File: src/hw/rtl/table_dpcm_audio_decoder_macros.svh
// Assertion macros used by the table DPCM decoder result queue.
// Each macro expects clk and rst_n in the scope where it is used.
`ifndef TABLE_DPCM_AUDIO_DECODER_MACROS_SVH
`define TABLE_DPCM_AUDIO_DECODER_MACROS_SVH

// Same-cycle implication, checked outside reset
`define TDPCM_ASSERT_NOW(lbl, ante, cons, msg) \
  lbl: assert property (@(posedge clk) disable iff (!rst_n) (ante) |-> (cons)) else $error(msg);

// Next-cycle implication, checked outside reset
`define TDPCM_ASSERT_NEXT(lbl, ante, cons, msg) \
  lbl: assert property (@(posedge clk) disable iff (!rst_n) (ante) |=> (cons)) else $error(msg);

`endif

File: src/hw/rtl/tdpcm_pkg.sv
// Shared types, step tables and constants for the table DPCM decoder.
// No dependencies; used by every module of the block.
package tdpcm_pkg;

  // Result queue depth; must be at least 2 so one byte's pair always fits
  localparam int unsigned RES_DEPTH = 4;

  // Configuration register indexes
  typedef enum logic [2:0] {
    CFG_WIDE   = 3'd0,
    CFG_STEREO = 3'd1,
    CFG_SIGNED = 3'd2,
    CFG_OLD    = 3'd3,
    CFG_CLIP   = 3'd4
  } cfg_reg_t;

  // Live configuration bits
  typedef struct packed {
    logic wide;
    logic stereo;
    logic sgn;
    logic old;
    logic clip;
  } cfg_t;

  // One result item
  typedef struct packed {
    logic [15:0] pcm;
    logic        right;
    logic        last;
  } res_t;

  localparam logic [15:0] STEP_WIDE [128] = '{
    16'h0000, 16'h0008, 16'h0010, 16'h0020, 16'h0030, 16'h0040, 16'h0050, 16'h0060,
    16'h0070, 16'h0080, 16'h0090, 16'h00A0, 16'h00B0, 16'h00C0, 16'h00D0, 16'h00E0,
    16'h00F0, 16'h0100, 16'h0110, 16'h0120, 16'h0130, 16'h0140, 16'h0150, 16'h0160,
    16'h0170, 16'h0180, 16'h0190, 16'h01A0, 16'h01B0, 16'h01C0, 16'h01D0, 16'h01E0,
    16'h01F0, 16'h0200, 16'h0208, 16'h0210, 16'h0218, 16'h0220, 16'h0228, 16'h0230,
    16'h0238, 16'h0240, 16'h0248, 16'h0250, 16'h0258, 16'h0260, 16'h0268, 16'h0270,
    16'h0278, 16'h0280, 16'h0288, 16'h0290, 16'h0298, 16'h02A0, 16'h02A8, 16'h02B0,
    16'h02B8, 16'h02C0, 16'h02C8, 16'h02D0, 16'h02D8, 16'h02E0, 16'h02E8, 16'h02F0,
    16'h02F8, 16'h0300, 16'h0308, 16'h0310, 16'h0318, 16'h0320, 16'h0328, 16'h0330,
    16'h0338, 16'h0340, 16'h0348, 16'h0350, 16'h0358, 16'h0360, 16'h0368, 16'h0370,
    16'h0378, 16'h0380, 16'h0388, 16'h0390, 16'h0398, 16'h03A0, 16'h03A8, 16'h03B0,
    16'h03B8, 16'h03C0, 16'h03C8, 16'h03D0, 16'h03D8, 16'h03E0, 16'h03E8, 16'h03F0,
    16'h03F8, 16'h0400, 16'h0440, 16'h0480, 16'h04C0, 16'h0500, 16'h0540, 16'h0580,
    16'h05C0, 16'h0600, 16'h0640, 16'h0680, 16'h06C0, 16'h0700, 16'h0740, 16'h0780,
    16'h07C0, 16'h0800, 16'h0900, 16'h0A00, 16'h0B00, 16'h0C00, 16'h0D00, 16'h0E00,
    16'h0F00, 16'h1000, 16'h1400, 16'h1800, 16'h1C00, 16'h2000, 16'h3000, 16'h4000
  };

  localparam logic [7:0] STEP_NARROW [8] = '{
    8'h00, 8'h01, 8'h02, 8'h03, 8'h06, 8'h0A, 8'h0F, 8'h15
  };

  // Predictor start value for a sample format
  function automatic logic [31:0] start_value(input logic wide, input logic sgn);
    logic [31:0] v;
    if (sgn) begin
      v = 32'h0;
    end else if (wide) begin
      v = 32'h0000_8000;
    end else begin
      v = 32'h0000_0080;
    end
    return v;
  endfunction

endpackage

File: src/hw/rtl/tdpcm_adv.sv
// One predictor step: table lookup, add or subtract, optional saturation,
// and the output sample coding. Depends on tdpcm_pkg.
module tdpcm_adv (
  input  tdpcm_pkg::cfg_t cfg,
  input  logic [31:0]     pred,
  input  logic [7:0]      code,
  output logic [31:0]     pred_nxt,
  output logic [15:0]     pcm
);

  logic               neg;
  logic [6:0]         idx;
  logic [15:0]        delta;
  logic [31:0]        sum;
  logic signed [31:0] lo;
  logic signed [31:0] hi;

  // Decode sign and table index; old variant complements negative indexes
  always_comb begin
    if (cfg.wide) begin
      neg = code[7];
      idx = (neg && cfg.old) ? ~code[6:0] : code[6:0];
      delta = tdpcm_pkg::STEP_WIDE[idx];
    end else begin
      neg = code[3];
      idx = {4'b0, (neg && cfg.old) ? ~code[2:0] : code[2:0]};
      delta = {8'b0, tdpcm_pkg::STEP_NARROW[idx[2:0]]};
    end
  end

  // Apply the step, wrapping at 32 bits
  assign sum = neg ? (pred - {16'b0, delta}) : (pred + {16'b0, delta});

  // Saturation bounds of the sample range
  always_comb begin
    if (cfg.wide) begin
      lo = cfg.sgn ? -32'sd32768 : 32'sd0;
      hi = cfg.sgn ? 32'sd32767 : 32'sd65535;
    end else begin
      lo = cfg.sgn ? -32'sd128 : 32'sd0;
      hi = cfg.sgn ? 32'sd127 : 32'sd255;
    end
  end

  // Clamp when clipping is on
  always_comb begin
    pred_nxt = sum;
    if (cfg.clip) begin
      if ($signed(sum) > hi) begin
        pred_nxt = hi;
      end else if ($signed(sum) < lo) begin
        pred_nxt = lo;
      end
    end
  end

  // Flip the sample's top bit on the way out for wide unsigned and narrow signed formats
  always_comb begin
    if (cfg.wide) begin
      pcm = {pred_nxt[15] ^ ~cfg.sgn, pred_nxt[14:0]};
    end else begin
      pcm = {8'b0, pred_nxt[7] ^ cfg.sgn, pred_nxt[6:0]};
    end
  end

endmodule

File: src/hw/rtl/tdpcm_resq.sv
// Result queue: takes one or two results per cycle, hands out one per transfer.
// Depends on tdpcm_pkg and the assertion macro header.
`include "table_dpcm_audio_decoder_macros.svh"

module tdpcm_resq #(
  parameter int unsigned DEPTH = tdpcm_pkg::RES_DEPTH
) (
  input  logic             clk,
  input  logic             rst_n,
  input  logic             wr_en,
  input  logic             wr_two,
  input  tdpcm_pkg::res_t  wr_a,
  input  tdpcm_pkg::res_t  wr_b,
  output logic             room,
  output logic             out_valid,
  input  logic             out_ready,
  output tdpcm_pkg::res_t  out_res
);

  localparam int unsigned AW = (DEPTH > 1) ? $clog2(DEPTH) : 1;
  localparam int unsigned CW = $clog2(DEPTH + 1);

  tdpcm_pkg::res_t mem_r [DEPTH];
  logic [AW-1:0]   wr_ptr_r;
  logic [AW-1:0]   wr_ptr_nxt;
  logic [AW-1:0]   wr_ptr1;
  logic [AW-1:0]   rd_ptr_r;
  logic [AW-1:0]   rd_ptr_nxt;
  logic [CW-1:0]   cnt_r;
  logic [CW-1:0]   cnt_nxt;
  logic            pop;

  // Room for a full pair, judged on the registered count
  assign room      = (cnt_r <= CW'(DEPTH - 2));
  assign out_valid = (cnt_r != '0);
  assign out_res   = mem_r[rd_ptr_r];
  assign pop       = out_valid && out_ready;

  assign wr_ptr1 = (wr_ptr_r == AW'(DEPTH - 1)) ? '0 : wr_ptr_r + 1'b1;

  // Advance pointers and count
  always_comb begin
    wr_ptr_nxt = wr_ptr_r;
    rd_ptr_nxt = rd_ptr_r;
    cnt_nxt    = cnt_r;
    if (wr_en) begin
      if (wr_two) begin
        wr_ptr_nxt = (wr_ptr1 == AW'(DEPTH - 1)) ? '0 : wr_ptr1 + 1'b1;
        cnt_nxt    = cnt_nxt + CW'(2);
      end else begin
        wr_ptr_nxt = wr_ptr1;
        cnt_nxt    = cnt_nxt + CW'(1);
      end
    end
    if (pop) begin
      rd_ptr_nxt = (rd_ptr_r == AW'(DEPTH - 1)) ? '0 : rd_ptr_r + 1'b1;
      cnt_nxt    = cnt_nxt - CW'(1);
    end
  end

  always_ff @(posedge clk) begin
    if (!rst_n) begin
      wr_ptr_r <= '0;
      rd_ptr_r <= '0;
      cnt_r    <= '0;
    end else begin
      wr_ptr_r <= wr_ptr_nxt;
      rd_ptr_r <= rd_ptr_nxt;
      cnt_r    <= cnt_nxt;
    end
  end

  // Store entries; payload needs no reset
  always_ff @(posedge clk) begin
    if (wr_en) begin
      mem_r[wr_ptr_r] <= wr_a;
      if (wr_two) begin
        mem_r[wr_ptr1] <= wr_b;
      end
    end
  end

  `TDPCM_ASSERT_NOW(a_cnt_max, 1'b1, cnt_r <= CW'(DEPTH), "result queue overfilled")
  `TDPCM_ASSERT_NOW(a_push_room, wr_en, room, "result push without room for a pair")
  `TDPCM_ASSERT_NEXT(a_pop_only, !wr_en && pop, cnt_r == $past(cnt_r) - CW'(1), "bad pop count")

endmodule

File: src/hw/rtl/table_dpcm_audio_decoder.sv
// Table DPCM audio decoder top level: input register, predictor state,
// configuration registers and result queue. Depends on tdpcm_pkg, tdpcm_adv, tdpcm_resq.
//
//   channel | ports                                   | handshake
//   --------+-----------------------------------------+----------------
//   input   | in_code_byte, in_chunk_end              | in_valid/in_ready
//   result  | out_pcm_sample, out_right_channel,      | out_valid/out_ready
//           | out_last_of_byte                        |
//   config  | cfg_idx, cfg_data                       | cfg_we, no wait
//
// A byte is held in the input register, decoded there in a single pass and written into
// the result queue when there is room for a pair. Wide mode sustains one byte per cycle
// while the output takes results; narrow mode yields two results per byte and is paced
// by the output. Synchronous active-low reset; no clearing pass. A stalled output fills
// the result queue, which then holds the input register and drops in_ready.
module table_dpcm_audio_decoder #(
  parameter int unsigned RES_DEPTH = tdpcm_pkg::RES_DEPTH
) (
  input  logic        clk,
  input  logic        rst_n,
  input  logic        in_valid,
  output logic        in_ready,
  input  logic [7:0]  in_code_byte,
  input  logic        in_chunk_end,
  output logic        out_valid,
  input  logic        out_ready,
  output logic [15:0] out_pcm_sample,
  output logic        out_right_channel,
  output logic        out_last_of_byte,
  input  logic        cfg_we,
  input  logic [2:0]  cfg_idx,
  input  logic        cfg_data
);

  tdpcm_pkg::cfg_t cfg_r;
  tdpcm_pkg::cfg_t cfg_nxt;
  logic            in_vld_r;
  logic [7:0]      in_byte_r;
  logic            in_cend_r;
  logic [31:0]     left_r;
  logic [31:0]     left_nxt;
  logic [31:0]     right_r;
  logic [31:0]     right_nxt;
  logic            nir_r;
  logic            nir_nxt;
  logic            fire;
  logic            room;
  logic            go_right;
  logic [31:0]     pred_a;
  logic [7:0]      code_a;
  logic [31:0]     pred_a_nxt;
  logic [15:0]     pcm_a;
  logic [31:0]     pred_b;
  logic [31:0]     pred_b_nxt;
  logic [15:0]     pcm_b;
  logic            reload;
  tdpcm_pkg::res_t res_a;
  tdpcm_pkg::res_t res_b;
  tdpcm_pkg::res_t res_out;

  // Input register: accept whenever empty or draining this cycle
  assign fire     = in_vld_r && room;
  assign in_ready = !in_vld_r || fire;

  always_ff @(posedge clk) begin
    if (!rst_n) begin
      in_vld_r <= 1'b0;
    end else if (in_ready) begin
      in_vld_r <= in_valid;
    end
  end

  always_ff @(posedge clk) begin
    if (in_ready && in_valid) begin
      in_byte_r <= in_code_byte;
      in_cend_r <= in_chunk_end;
    end
  end

  // First step: wide byte or high nibble
  assign go_right = cfg_r.wide && cfg_r.stereo && nir_r;
  assign pred_a   = go_right ? right_r : left_r;
  assign code_a   = cfg_r.wide ? in_byte_r : {4'b0, in_byte_r[7:4]};

  tdpcm_adv u_adv_a (
    .cfg      (cfg_r),
    .pred     (pred_a),
    .code     (code_a),
    .pred_nxt (pred_a_nxt),
    .pcm      (pcm_a)
  );

  // Second step: low nibble, chained on the left predictor in mono
  assign pred_b = cfg_r.stereo ? right_r : pred_a_nxt;

  tdpcm_adv u_adv_b (
    .cfg      (cfg_r),
    .pred     (pred_b),
    .code     ({4'b0, in_byte_r[3:0]}),
    .pred_nxt (pred_b_nxt),
    .pcm      (pcm_b)
  );

  assign res_a = '{pcm: pcm_a, right: go_right, last: cfg_r.wide};
  assign res_b = '{pcm: pcm_b, right: cfg_r.stereo, last: 1'b1};

  // Decode configuration writes
  always_comb begin
    cfg_nxt = cfg_r;
    reload  = 1'b0;
    if (cfg_we) begin
      unique case (cfg_idx)
        tdpcm_pkg::CFG_WIDE: begin
          cfg_nxt.wide = cfg_data;
          reload       = 1'b1;
        end
        tdpcm_pkg::CFG_STEREO: cfg_nxt.stereo = cfg_data;
        tdpcm_pkg::CFG_SIGNED: begin
          cfg_nxt.sgn = cfg_data;
          reload      = 1'b1;
        end
        tdpcm_pkg::CFG_OLD:    cfg_nxt.old = cfg_data;
        tdpcm_pkg::CFG_CLIP:   cfg_nxt.clip = cfg_data;
        default:               cfg_nxt = cfg_r;
      endcase
    end
  end

  // Update predictors and channel toggle
  always_comb begin
    left_nxt  = left_r;
    right_nxt = right_r;
    nir_nxt   = nir_r;
    if (reload) begin
      left_nxt  = tdpcm_pkg::start_value(cfg_nxt.wide, cfg_nxt.sgn);
      right_nxt = tdpcm_pkg::start_value(cfg_nxt.wide, cfg_nxt.sgn);
      nir_nxt   = 1'b0;
    end else if (fire) begin
      if (cfg_r.wide) begin
        if (go_right) begin
          right_nxt = pred_a_nxt;
        end else begin
          left_nxt = pred_a_nxt;
        end
        nir_nxt = cfg_r.stereo && !go_right;
      end else if (cfg_r.stereo) begin
        left_nxt  = pred_a_nxt;
        right_nxt = pred_b_nxt;
      end else begin
        left_nxt = pred_b_nxt;
      end
      if (in_cend_r) begin
        nir_nxt = 1'b0;
      end
    end
  end

  always_ff @(posedge clk) begin
    if (!rst_n) begin
      cfg_r   <= '{wide: 1'b1, stereo: 1'b0, sgn: 1'b1, old: 1'b0, clip: 1'b1};
      left_r  <= '0;
      right_r <= '0;
      nir_r   <= 1'b0;
    end else begin
      cfg_r   <= cfg_nxt;
      left_r  <= left_nxt;
      right_r <= right_nxt;
      nir_r   <= nir_nxt;
    end
  end

  // Result queue
  tdpcm_resq #(
    .DEPTH (RES_DEPTH)
  ) u_resq (
    .clk       (clk),
    .rst_n     (rst_n),
    .wr_en     (fire),
    .wr_two    (!cfg_r.wide),
    .wr_a      (res_a),
    .wr_b      (res_b),
    .room      (room),
    .out_valid (out_valid),
    .out_ready (out_ready),
    .out_res   (res_out)
  );

  assign out_pcm_sample    = res_out.pcm;
  assign out_right_channel = res_out.right;
  assign out_last_of_byte  = res_out.last;

endmodule

File: config.mk
export PLATFORM = sky130hd
export DESIGN_NAME = table_dpcm_audio_decoder
export DESIGN_NICKNAME = d
export VERILOG_FILES = /design/src/hw/rtl/tdpcm_pkg.sv /design/src/hw/rtl/tdpcm_adv.sv /design/src/hw/rtl/tdpcm_resq.sv /design/src/hw/rtl/table_dpcm_audio_decoder.sv
export VERILOG_INCLUDE_DIRS = /design/src /design/src/hw/rtl
export SDC_FILE = /design/constraint.sdc
export NUM_CORES = 1
export LEC_CHECK = 0
export BUFFER_PORTS_ARGS = -buffer_cell sky130_fd_sc_hd__buf_2
export CORE_MARGIN = 8
export CORE_UTILIZATION = 35
export CTS_CLUSTER_DIAMETER = 60
export DETAILED_ROUTE_END_ITERATION = 16
export PLACE_DENSITY = 0.48
export REMOVE_ABC_BUFFERS = 1
export SETUP_SLACK_MARGIN = 0.4
export SYNTH_ARGS = -nofsm -noshare
export SYNTH_HDL_FRONTEND = slang
export SYNTH_HIERARCHICAL = 1
export SYNTH_SLANG_ARGS = --single-unit
File: constraint.sdc
create_clock -name clk -period 18 [get_ports clk]
set_input_delay 0.9 -clock clk [delete_from_list [all_inputs] [get_ports clk]]
set_output_delay 0.9 -clock clk [all_outputs]
set_load 0.05 [all_outputs]
Word-level counts from Yosys, hierarchy flattened. Memories as Yosys holds them, arrays and structs flattened. A register that Yosys moved wholly into a read port is not among the register bits. Cells that the tools add are included.

Memory bits (writable): 72. ROM bits: 4224. Memories kept: 5. Output and inout bits: 20. Word-level logic and storage cells: 155. Register bits: 87.

Bitwise logic cells: 13. Add/sub/neg operators: 10. Multiplexer cells: 70. $lt $le $gt $ge: 9. Equality and inequality tests: 9. Reduce and logical (&&, ||, !) cells: 25.

Memory list: (no name shown) (words 128, bits a word 16, read ports 1, clocked after Yosys merged registers in 0, write ports 0, RTL line tdpcm_adv.sv:23) `delta = tdpcm_pkg::STEP_WIDE[idx];`; (no name shown) (words 128, bits a word 16, read ports 1, clocked after Yosys merged registers in 0, write ports 0, RTL line tdpcm_adv.sv:23); u_resq.mem_r (words 4, bits a word 18, read ports 1, clocked after Yosys merged registers in 1, write ports 2, RTL line tdpcm_resq.sv:23) `tdpcm_pkg::res_t mem_r [DEPTH];`; (no name shown) (words 8, bits a word 8, read ports 1, clocked after Yosys merged registers in 0, write ports 0, RTL line tdpcm_adv.sv:27) `delta = {8'b0, tdpcm_pkg::STEP_NARROW[idx[2:0]]};`; (no name shown) (words 8, bits a word 8, read ports 1, clocked after Yosys merged registers in 0, write ports 0, RTL line tdpcm_adv.sv:27).

Operators with widths (count): 2-to-1 mux 32 bit (24); 2-to-1 mux 16 bit (11); adder 32 x 16 -> 32 bit (2); greater-than comparator 32 bit (2); less-than comparator 32 bit (2); subtractor 32 x 16 -> 32 bit (2); 2-to-1 mux 8 bit (6); >= comparator 8 bit, second input constant (2); 2-to-1 mux 1 bit (16); 2-to-1 mux 3 bit (5); 2-to-1 mux 2 bit (6); AND reduction 2 bit (5); logical AND 1 bit (9); >= comparator 4 bit, second input constant (2); NOT 3 -> 4 bit (2); NOT 4 -> 8 bit (1); NOT 7 -> 8 bit (1); 2-to-1 mux 7 bit (1); NOT 7 bit (1); adder 2 x 1 -> 2 bit, second input constant (3); == test 2 bit, second input constant (3); == test 3 x 2 -> 1 bit, second input constant (2); NOT 3 bit (2); nonzero test 3 bit (2); other kinds (17) (24).

Depth between registers and ports, before layout.
Depth after elaboration: 25. Depth in mapped cells: 70.

Modules after synthesis. The synthesis kept the hierarchy.

Modules (own cells, without submodules): tdpcm_adv at u_adv_b (times used 1, cells each 827, area each 5784.3 um2); tdpcm_adv at u_adv_a (times used 1, cells each 753, area each 5158.7 um2); table_dpcm_audio_decoder (times used 1, cells each 503, area each 4464.3 um2); tdpcm_resq (times used 1, cells each 244, area each 4180.3 um2).

Least setup slack after synthesis. Ideal clock, no wire load.

Kind: flip-flop to flip-flop. Start point: reg cfg_r[4] (netlist bit). End point: mem u_resq/mem_r[0][13] (netlist bit), data pin. Period minus slack after synthesis: 12.964 ns. Slack: 5.036 ns. Data arrival time: 12.704 ns. Buffers on the path: 11. Cell stages (with the launch flop): 60. Cell sequence: dfxtp_1 buf_4 buf_2 mux2_2 clkbuf_1 buf_2 xnor2_1 inv_1 ha_1 clkbuf_1 nand2_1 o2111ai_1 nor3_1 nand3b_1 nor4_1 and2_1 ha_1 a21oi_1 [... 24 more ...] o2111ai_1 a21o_1 a211oi_1 nor2_1 o31ai_1 xor2_1 ha_1 a21o_1 a21o_1 a21o_1 a21o_1 a211o_1 a22oi_1 nand3_1 dlygate4sd3_1 nand2_1 a21oi_1 mux2_4.

RTL lines: start, declared (RTL line table_dpcm_audio_decoder.sv:35) `tdpcm_pkg::cfg_t cfg_r;`; start signal, assigned (RTL line table_dpcm_audio_decoder.sv:160) `cfg_r <= '{wide: 1'b1, stereo: 1'b0, sgn: 1'b1, old: 1'b0, clip: 1'b1};`; start signal, assigned (RTL line table_dpcm_audio_decoder.sv:165) `cfg_r <= cfg_nxt;`; end, declared (RTL line tdpcm_resq.sv:23).

Worst setup path in the final report.
Start point: reg cfg_r[4] (netlist bit). End point: reg right_r[7].

Longest elaborated chain between the ends: 25. Elaborated cells on any way between the ends: 53.

Ends and longest elaborated chain: 2-to-1 mux 8 bit * (RTL line table_dpcm_audio_decoder.sv:83) `assign code_a = cfg_r.wide ? in_byte_r : {4'b0, in_byte_r[7:4]};`; named net code_a[7] (RTL line table_dpcm_audio_decoder.sv:50) `logic [7:0] code_a;`; logical AND 1 bit (RTL line tdpcm_adv.sv:22) `idx = (neg && cfg.old) ? ~code[6:0] : code[6:0];`; 2-to-1 mux 7 bit (RTL line tdpcm_adv.sv:22); NOT 7 -> 8 bit (not written as such) (RTL line tdpcm_adv.sv:23); memory read (128 x 16 bit); 2-to-1 mux 16 bit (not written as such) (2 in series) (RTL line tdpcm_adv.sv:23); 2-to-1 mux 16 bit (RTL line tdpcm_adv.sv:20) `if (cfg.wide) begin`; [... 7 more ...]; named net pred_b[4] (RTL line table_dpcm_audio_decoder.sv:53) `logic [31:0] pred_b;`; [... 3 more ...]; 2-to-1 mux 32 bit (RTL line tdpcm_adv.sv:51) `end else if ($signed(sum) < lo) begin`; 2-to-1 mux 32 bit (RTL line tdpcm_adv.sv:49) `if ($signed(sum) > hi) begin`; 2-to-1 mux 32 bit * (RTL line tdpcm_adv.sv:48) `if (cfg.clip) begin`; named net pred_b_nxt[7] (RTL line table_dpcm_audio_decoder.sv:54) `logic [31:0] pred_b_nxt;`; 2-to-1 mux 32 bit * (RTL line table_dpcm_audio_decoder.sv:146) `end else if (cfg_r.stereo) begin`; 2-to-1 mux 32 bit * (RTL line table_dpcm_audio_decoder.sv:139) `if (cfg_r.wide) begin`; 2-to-1 mux 32 bit * (RTL line table_dpcm_audio_decoder.sv:138) `end else if (fire) begin`; 2-to-1 mux 32 bit * (RTL line table_dpcm_audio_decoder.sv:134) `if (reload) begin`; end signal, assigned (RTL line table_dpcm_audio_decoder.sv:167) `right_r <= right_nxt;`; end, declared (RTL line table_dpcm_audio_decoder.sv:42) `logic [31:0] right_r;`.

The timed path passes the listed nets; every way through them passes the cells marked *. The select of a mux whose other input is x is not followed. A chain may end at the register's enable or synchronous reset.

==> results.txt <==
Outcome: complete, no violations
Grt ovf: 0
TritonRoute pass-1 iters: 5
Post-synthesis cell count: 2327
Vias in the first global route: 17.30k
Antenna Cells: 0
Asr flop ratio synth: 0%
Row count: 86
Post-synthesis sequential area ratio: 20.59%
Crit path kind: reg -> reg
Total GRT Usage: 21.74%
Slowest stage delay, CP: 1.07 ns
Post-CTS Repair Setup Buffers: 0
Synth Register Bits: 161
Final min period: 16.25 ns
Placer Congestion: 0.9200
Via Count: 18.19k
Drc violations: 0
Iteration-0 DRC Markers: 1497
Largest net degree at the start of global routing: 66
Netlist cell types: 134
Worst slew margin: 6.955%
Detail Placement HPWL: 53580 um
Core Region: 55200 um2
Final core utilization: 37.29%
Avg WL per Cell: 23.29 um
Reg2Reg Setup Slack: 1.75 ns
CTS Buf Count: 17
Slowest-stage cell, CP: nor2_1
Crit-path max FO: 36
Clk Latency, worst-skew pair: 0.48 ns
Final setup fails: 0
WP data required: 18.38 ns
Cell count of the worst reg-to-reg path: 55
Vias per cell: 6.004
Clock transition at path regs: 0.07 ns
CP startpoint: cfg_r[4]$_SDFF_PN1_
Area growth syn-to-layout: 5.085%
Hold Buf Count CTS: 0
Power per cell area: 215.8 nW/um2
Die Height: 252.6 um
Reg-to-reg endpoint: right_r[7]$_SDFFE_PN0P_
Slew Viols, Final: 0
R2r startpoint: cfg_r[4]$_SDFF_PN1_
Ys Warns: 6
Most frequent cells in the layout: nand2_1 (261), a21oi_1 (210), ha_1 (156)
# resized after CTS: 0
Initial core utilization: 35.48%
Main flop type after synthesis: edfxtp_1
Hold Crit Class: reg -> reg
Worst Setup EP: right_r[7]$_SDFFE_PN0P_
Initial antenna violation count: 0
DIE AREA: 63790 um2
Filler instances: 5698
TritonCTS clock tree: built
Met2 Use GR: 35.98%
Avg Cell Area, Syn: 8.418 um2
Placed inst area: 20010 um2
Clock Skew: 0.01694 ns
Worst VDD drop: 0.0001324 V
CTS Sinks: 161
Pleak: 8.334 nW
Period utilisation layout: 90.28%
Met1 usage: 30.10%
Setup crit start kind: flip-flop
Endpoints failing hold: 0
Worst EP arrival: 16.63 ns
Setup TNS: 0 ns
First-pass GRT wire length: 108700 um
Die span in x: 252.6 um
GR peak layer: met2
IO Port Bufs: 37
FMAX: 61.54 MHz
Max Cap Viol: 0
Fin area: 20580 um2
Number of top-level pins: 38
Total wire length: 70540 um
Clock buffer depth: 2
Routed Antenna Nets: 0
Share of cells above drive strength 1: 13.94%
EDFF count, synth: 81
RSZ-0062 raised after global routing: false
Nets: 2444
Slew @ Worst Pin: 1.391 ns
Most common cell after layout, fill and taps aside: nand2_1
Root Driver: clkbuf_16
Synthesized area: 19590 um2
Overall power: 4.442 mW
Hold Path Depth: 2
Met3 Use GR: 2.272%
H-tree levels: 4
Crit. End Element: flip-flop
per-stage QoR:
step	hold slack, ns	setup slack, ns	cells
finish	0.5079	1.749	3029
global route	0.5285	0.6621	3029
CTS	0.5094	2.105	3029
detailed placement	0.4991	2.200	2997
global placement	0.4747	2.205	2997
floorplan	0.4601	2.882	2186
worst min path at each step:
| stage | start | endpoint | slack [ns] |
|---|---|---|---|
| 3_3_place_gp | u_resq/rd_ptr_r[0]$_SDFFE_PN0N_ | u_resq/rd_ptr_r[0]$_SDFFE_PN0N_ | 0.47 |
| 3_5_place_dp | nir_r$_SDFFE_PP0P_ | nir_r$_SDFFE_PP0P_ | 0.50 |
| 4_1_cts | nir_r$_SDFFE_PP0P_ | nir_r$_SDFFE_PP0P_ | 0.51 |
| 6_report | u_resq/rd_ptr_r[0]$_SDFFE_PN0N_ | u_resq/rd_ptr_r[0]$_SDFFE_PN0N_ | 0.51 |
| 5_1_grt | nir_r$_SDFFE_PP0P_ | nir_r$_SDFFE_PP0P_ | 0.53 |
| 2_1_floorplan | u_resq/rd_ptr_r[0]$_SDFFE_PN0N_ | flip-flop | 0.46 |
logic make-up after synthesis:
family                   count (synthesis)  synth area share (%)
adder cells (fa/ha/maj)                158                 10.17
AO/OA/AOI/OAI                          753                 26.91
buffers and inverters                  259                 6.975
other                                    2               0.03834
multiplexers                           206                 12.74
flip-flops                             161                 20.59
XOR/XNOR                                80                 3.615
AND/OR/NAND/NOR                        708                 18.96
final cells by class:
type	count	area, um2	share of cell area [%]
Sequential cell	161	4040	19.63
Clock inverter	14	146.4	0.7112
Inverter	90	337.8	1.641
Tap cell	748	935.9	4.547
Clock buffer	18	429.2	2.085
Multi-Input combinational cell	1935	14310	69.54
Timing Repair Buffer	63	380.4	1.848
flip-flops by register name (all words and copies together), names as in the netlist, named ones only:
name and flops:
cfg_r 5, in_byte_r 8, in_cend_r 1, in_vld_r 1
left_r 32, nir_r 1, right_r 32, u_resq/cnt_r 3
u_resq/mem_r 72, u_resq/rd_ptr_r 2, u_resq/wr_ptr_r 2
critical path: cells and delay by family (launching register included):
family	cells	cell delay [ns]
AO/OA/AOI/OAI	23	6.06
XOR/XNOR	3	0.75
adder cells (fa/ha/maj)	6	2.16
buffers and inverters	3	0.67
flip-flops	1	0.66
multiplexers	2	0.51
AND/OR/NAND/NOR	18	5.25
synth_stat cells, drive strengths merged, types with 19 or more instances:
cell	count	share of area (%)
nand2	264	5.1
a21oi	215	5.6
ha	156	10
buf	118	4.2
nor2	118	2.7
mux2	112	6.8
o21ai	103	2.7
a211oi	91	3.7
inv	89	1.7
edfxtp	81	12
dfxtp	80	8.2
mux2i	76	3.9
clkbuf	49	0.95
xnor2	49	2.2
a21o	47	1.8
nand3	45	1.3
nor3	42	1.1
o211ai	37	1.5
and2	35	1.1
xor2	31	1.4
nand4	30	0.99
o21a	26	1.0
and3	25	0.83
nand2b	24	0.78
or3	22	0.70
a31oi	21	0.75
nor2b	21	0.71
o31ai	19	0.73
routing by layer:
layer | part of all wire, % | routed length (um) | vias up
li1 | - | - | 8673
met1 | 47 | 33330 | 8878
met2 | 47 | 32940 | 575
met3 | 4.3 | 3037 | 61
met4 | 1.7 | 1232 | 0
met5 | 0 | 0 | -
power breakdown:
part           internal (mW)  total, mW  switching (mW)  leakage, nW
registers              0.477      0.502          0.0252         1.38
logic                   1.22       3.57            2.35         6.68
clock network          0.184      0.370           0.186        0.272
total                   1.88       4.44            2.56         8.33
Power figures use the tool's default switching activity.
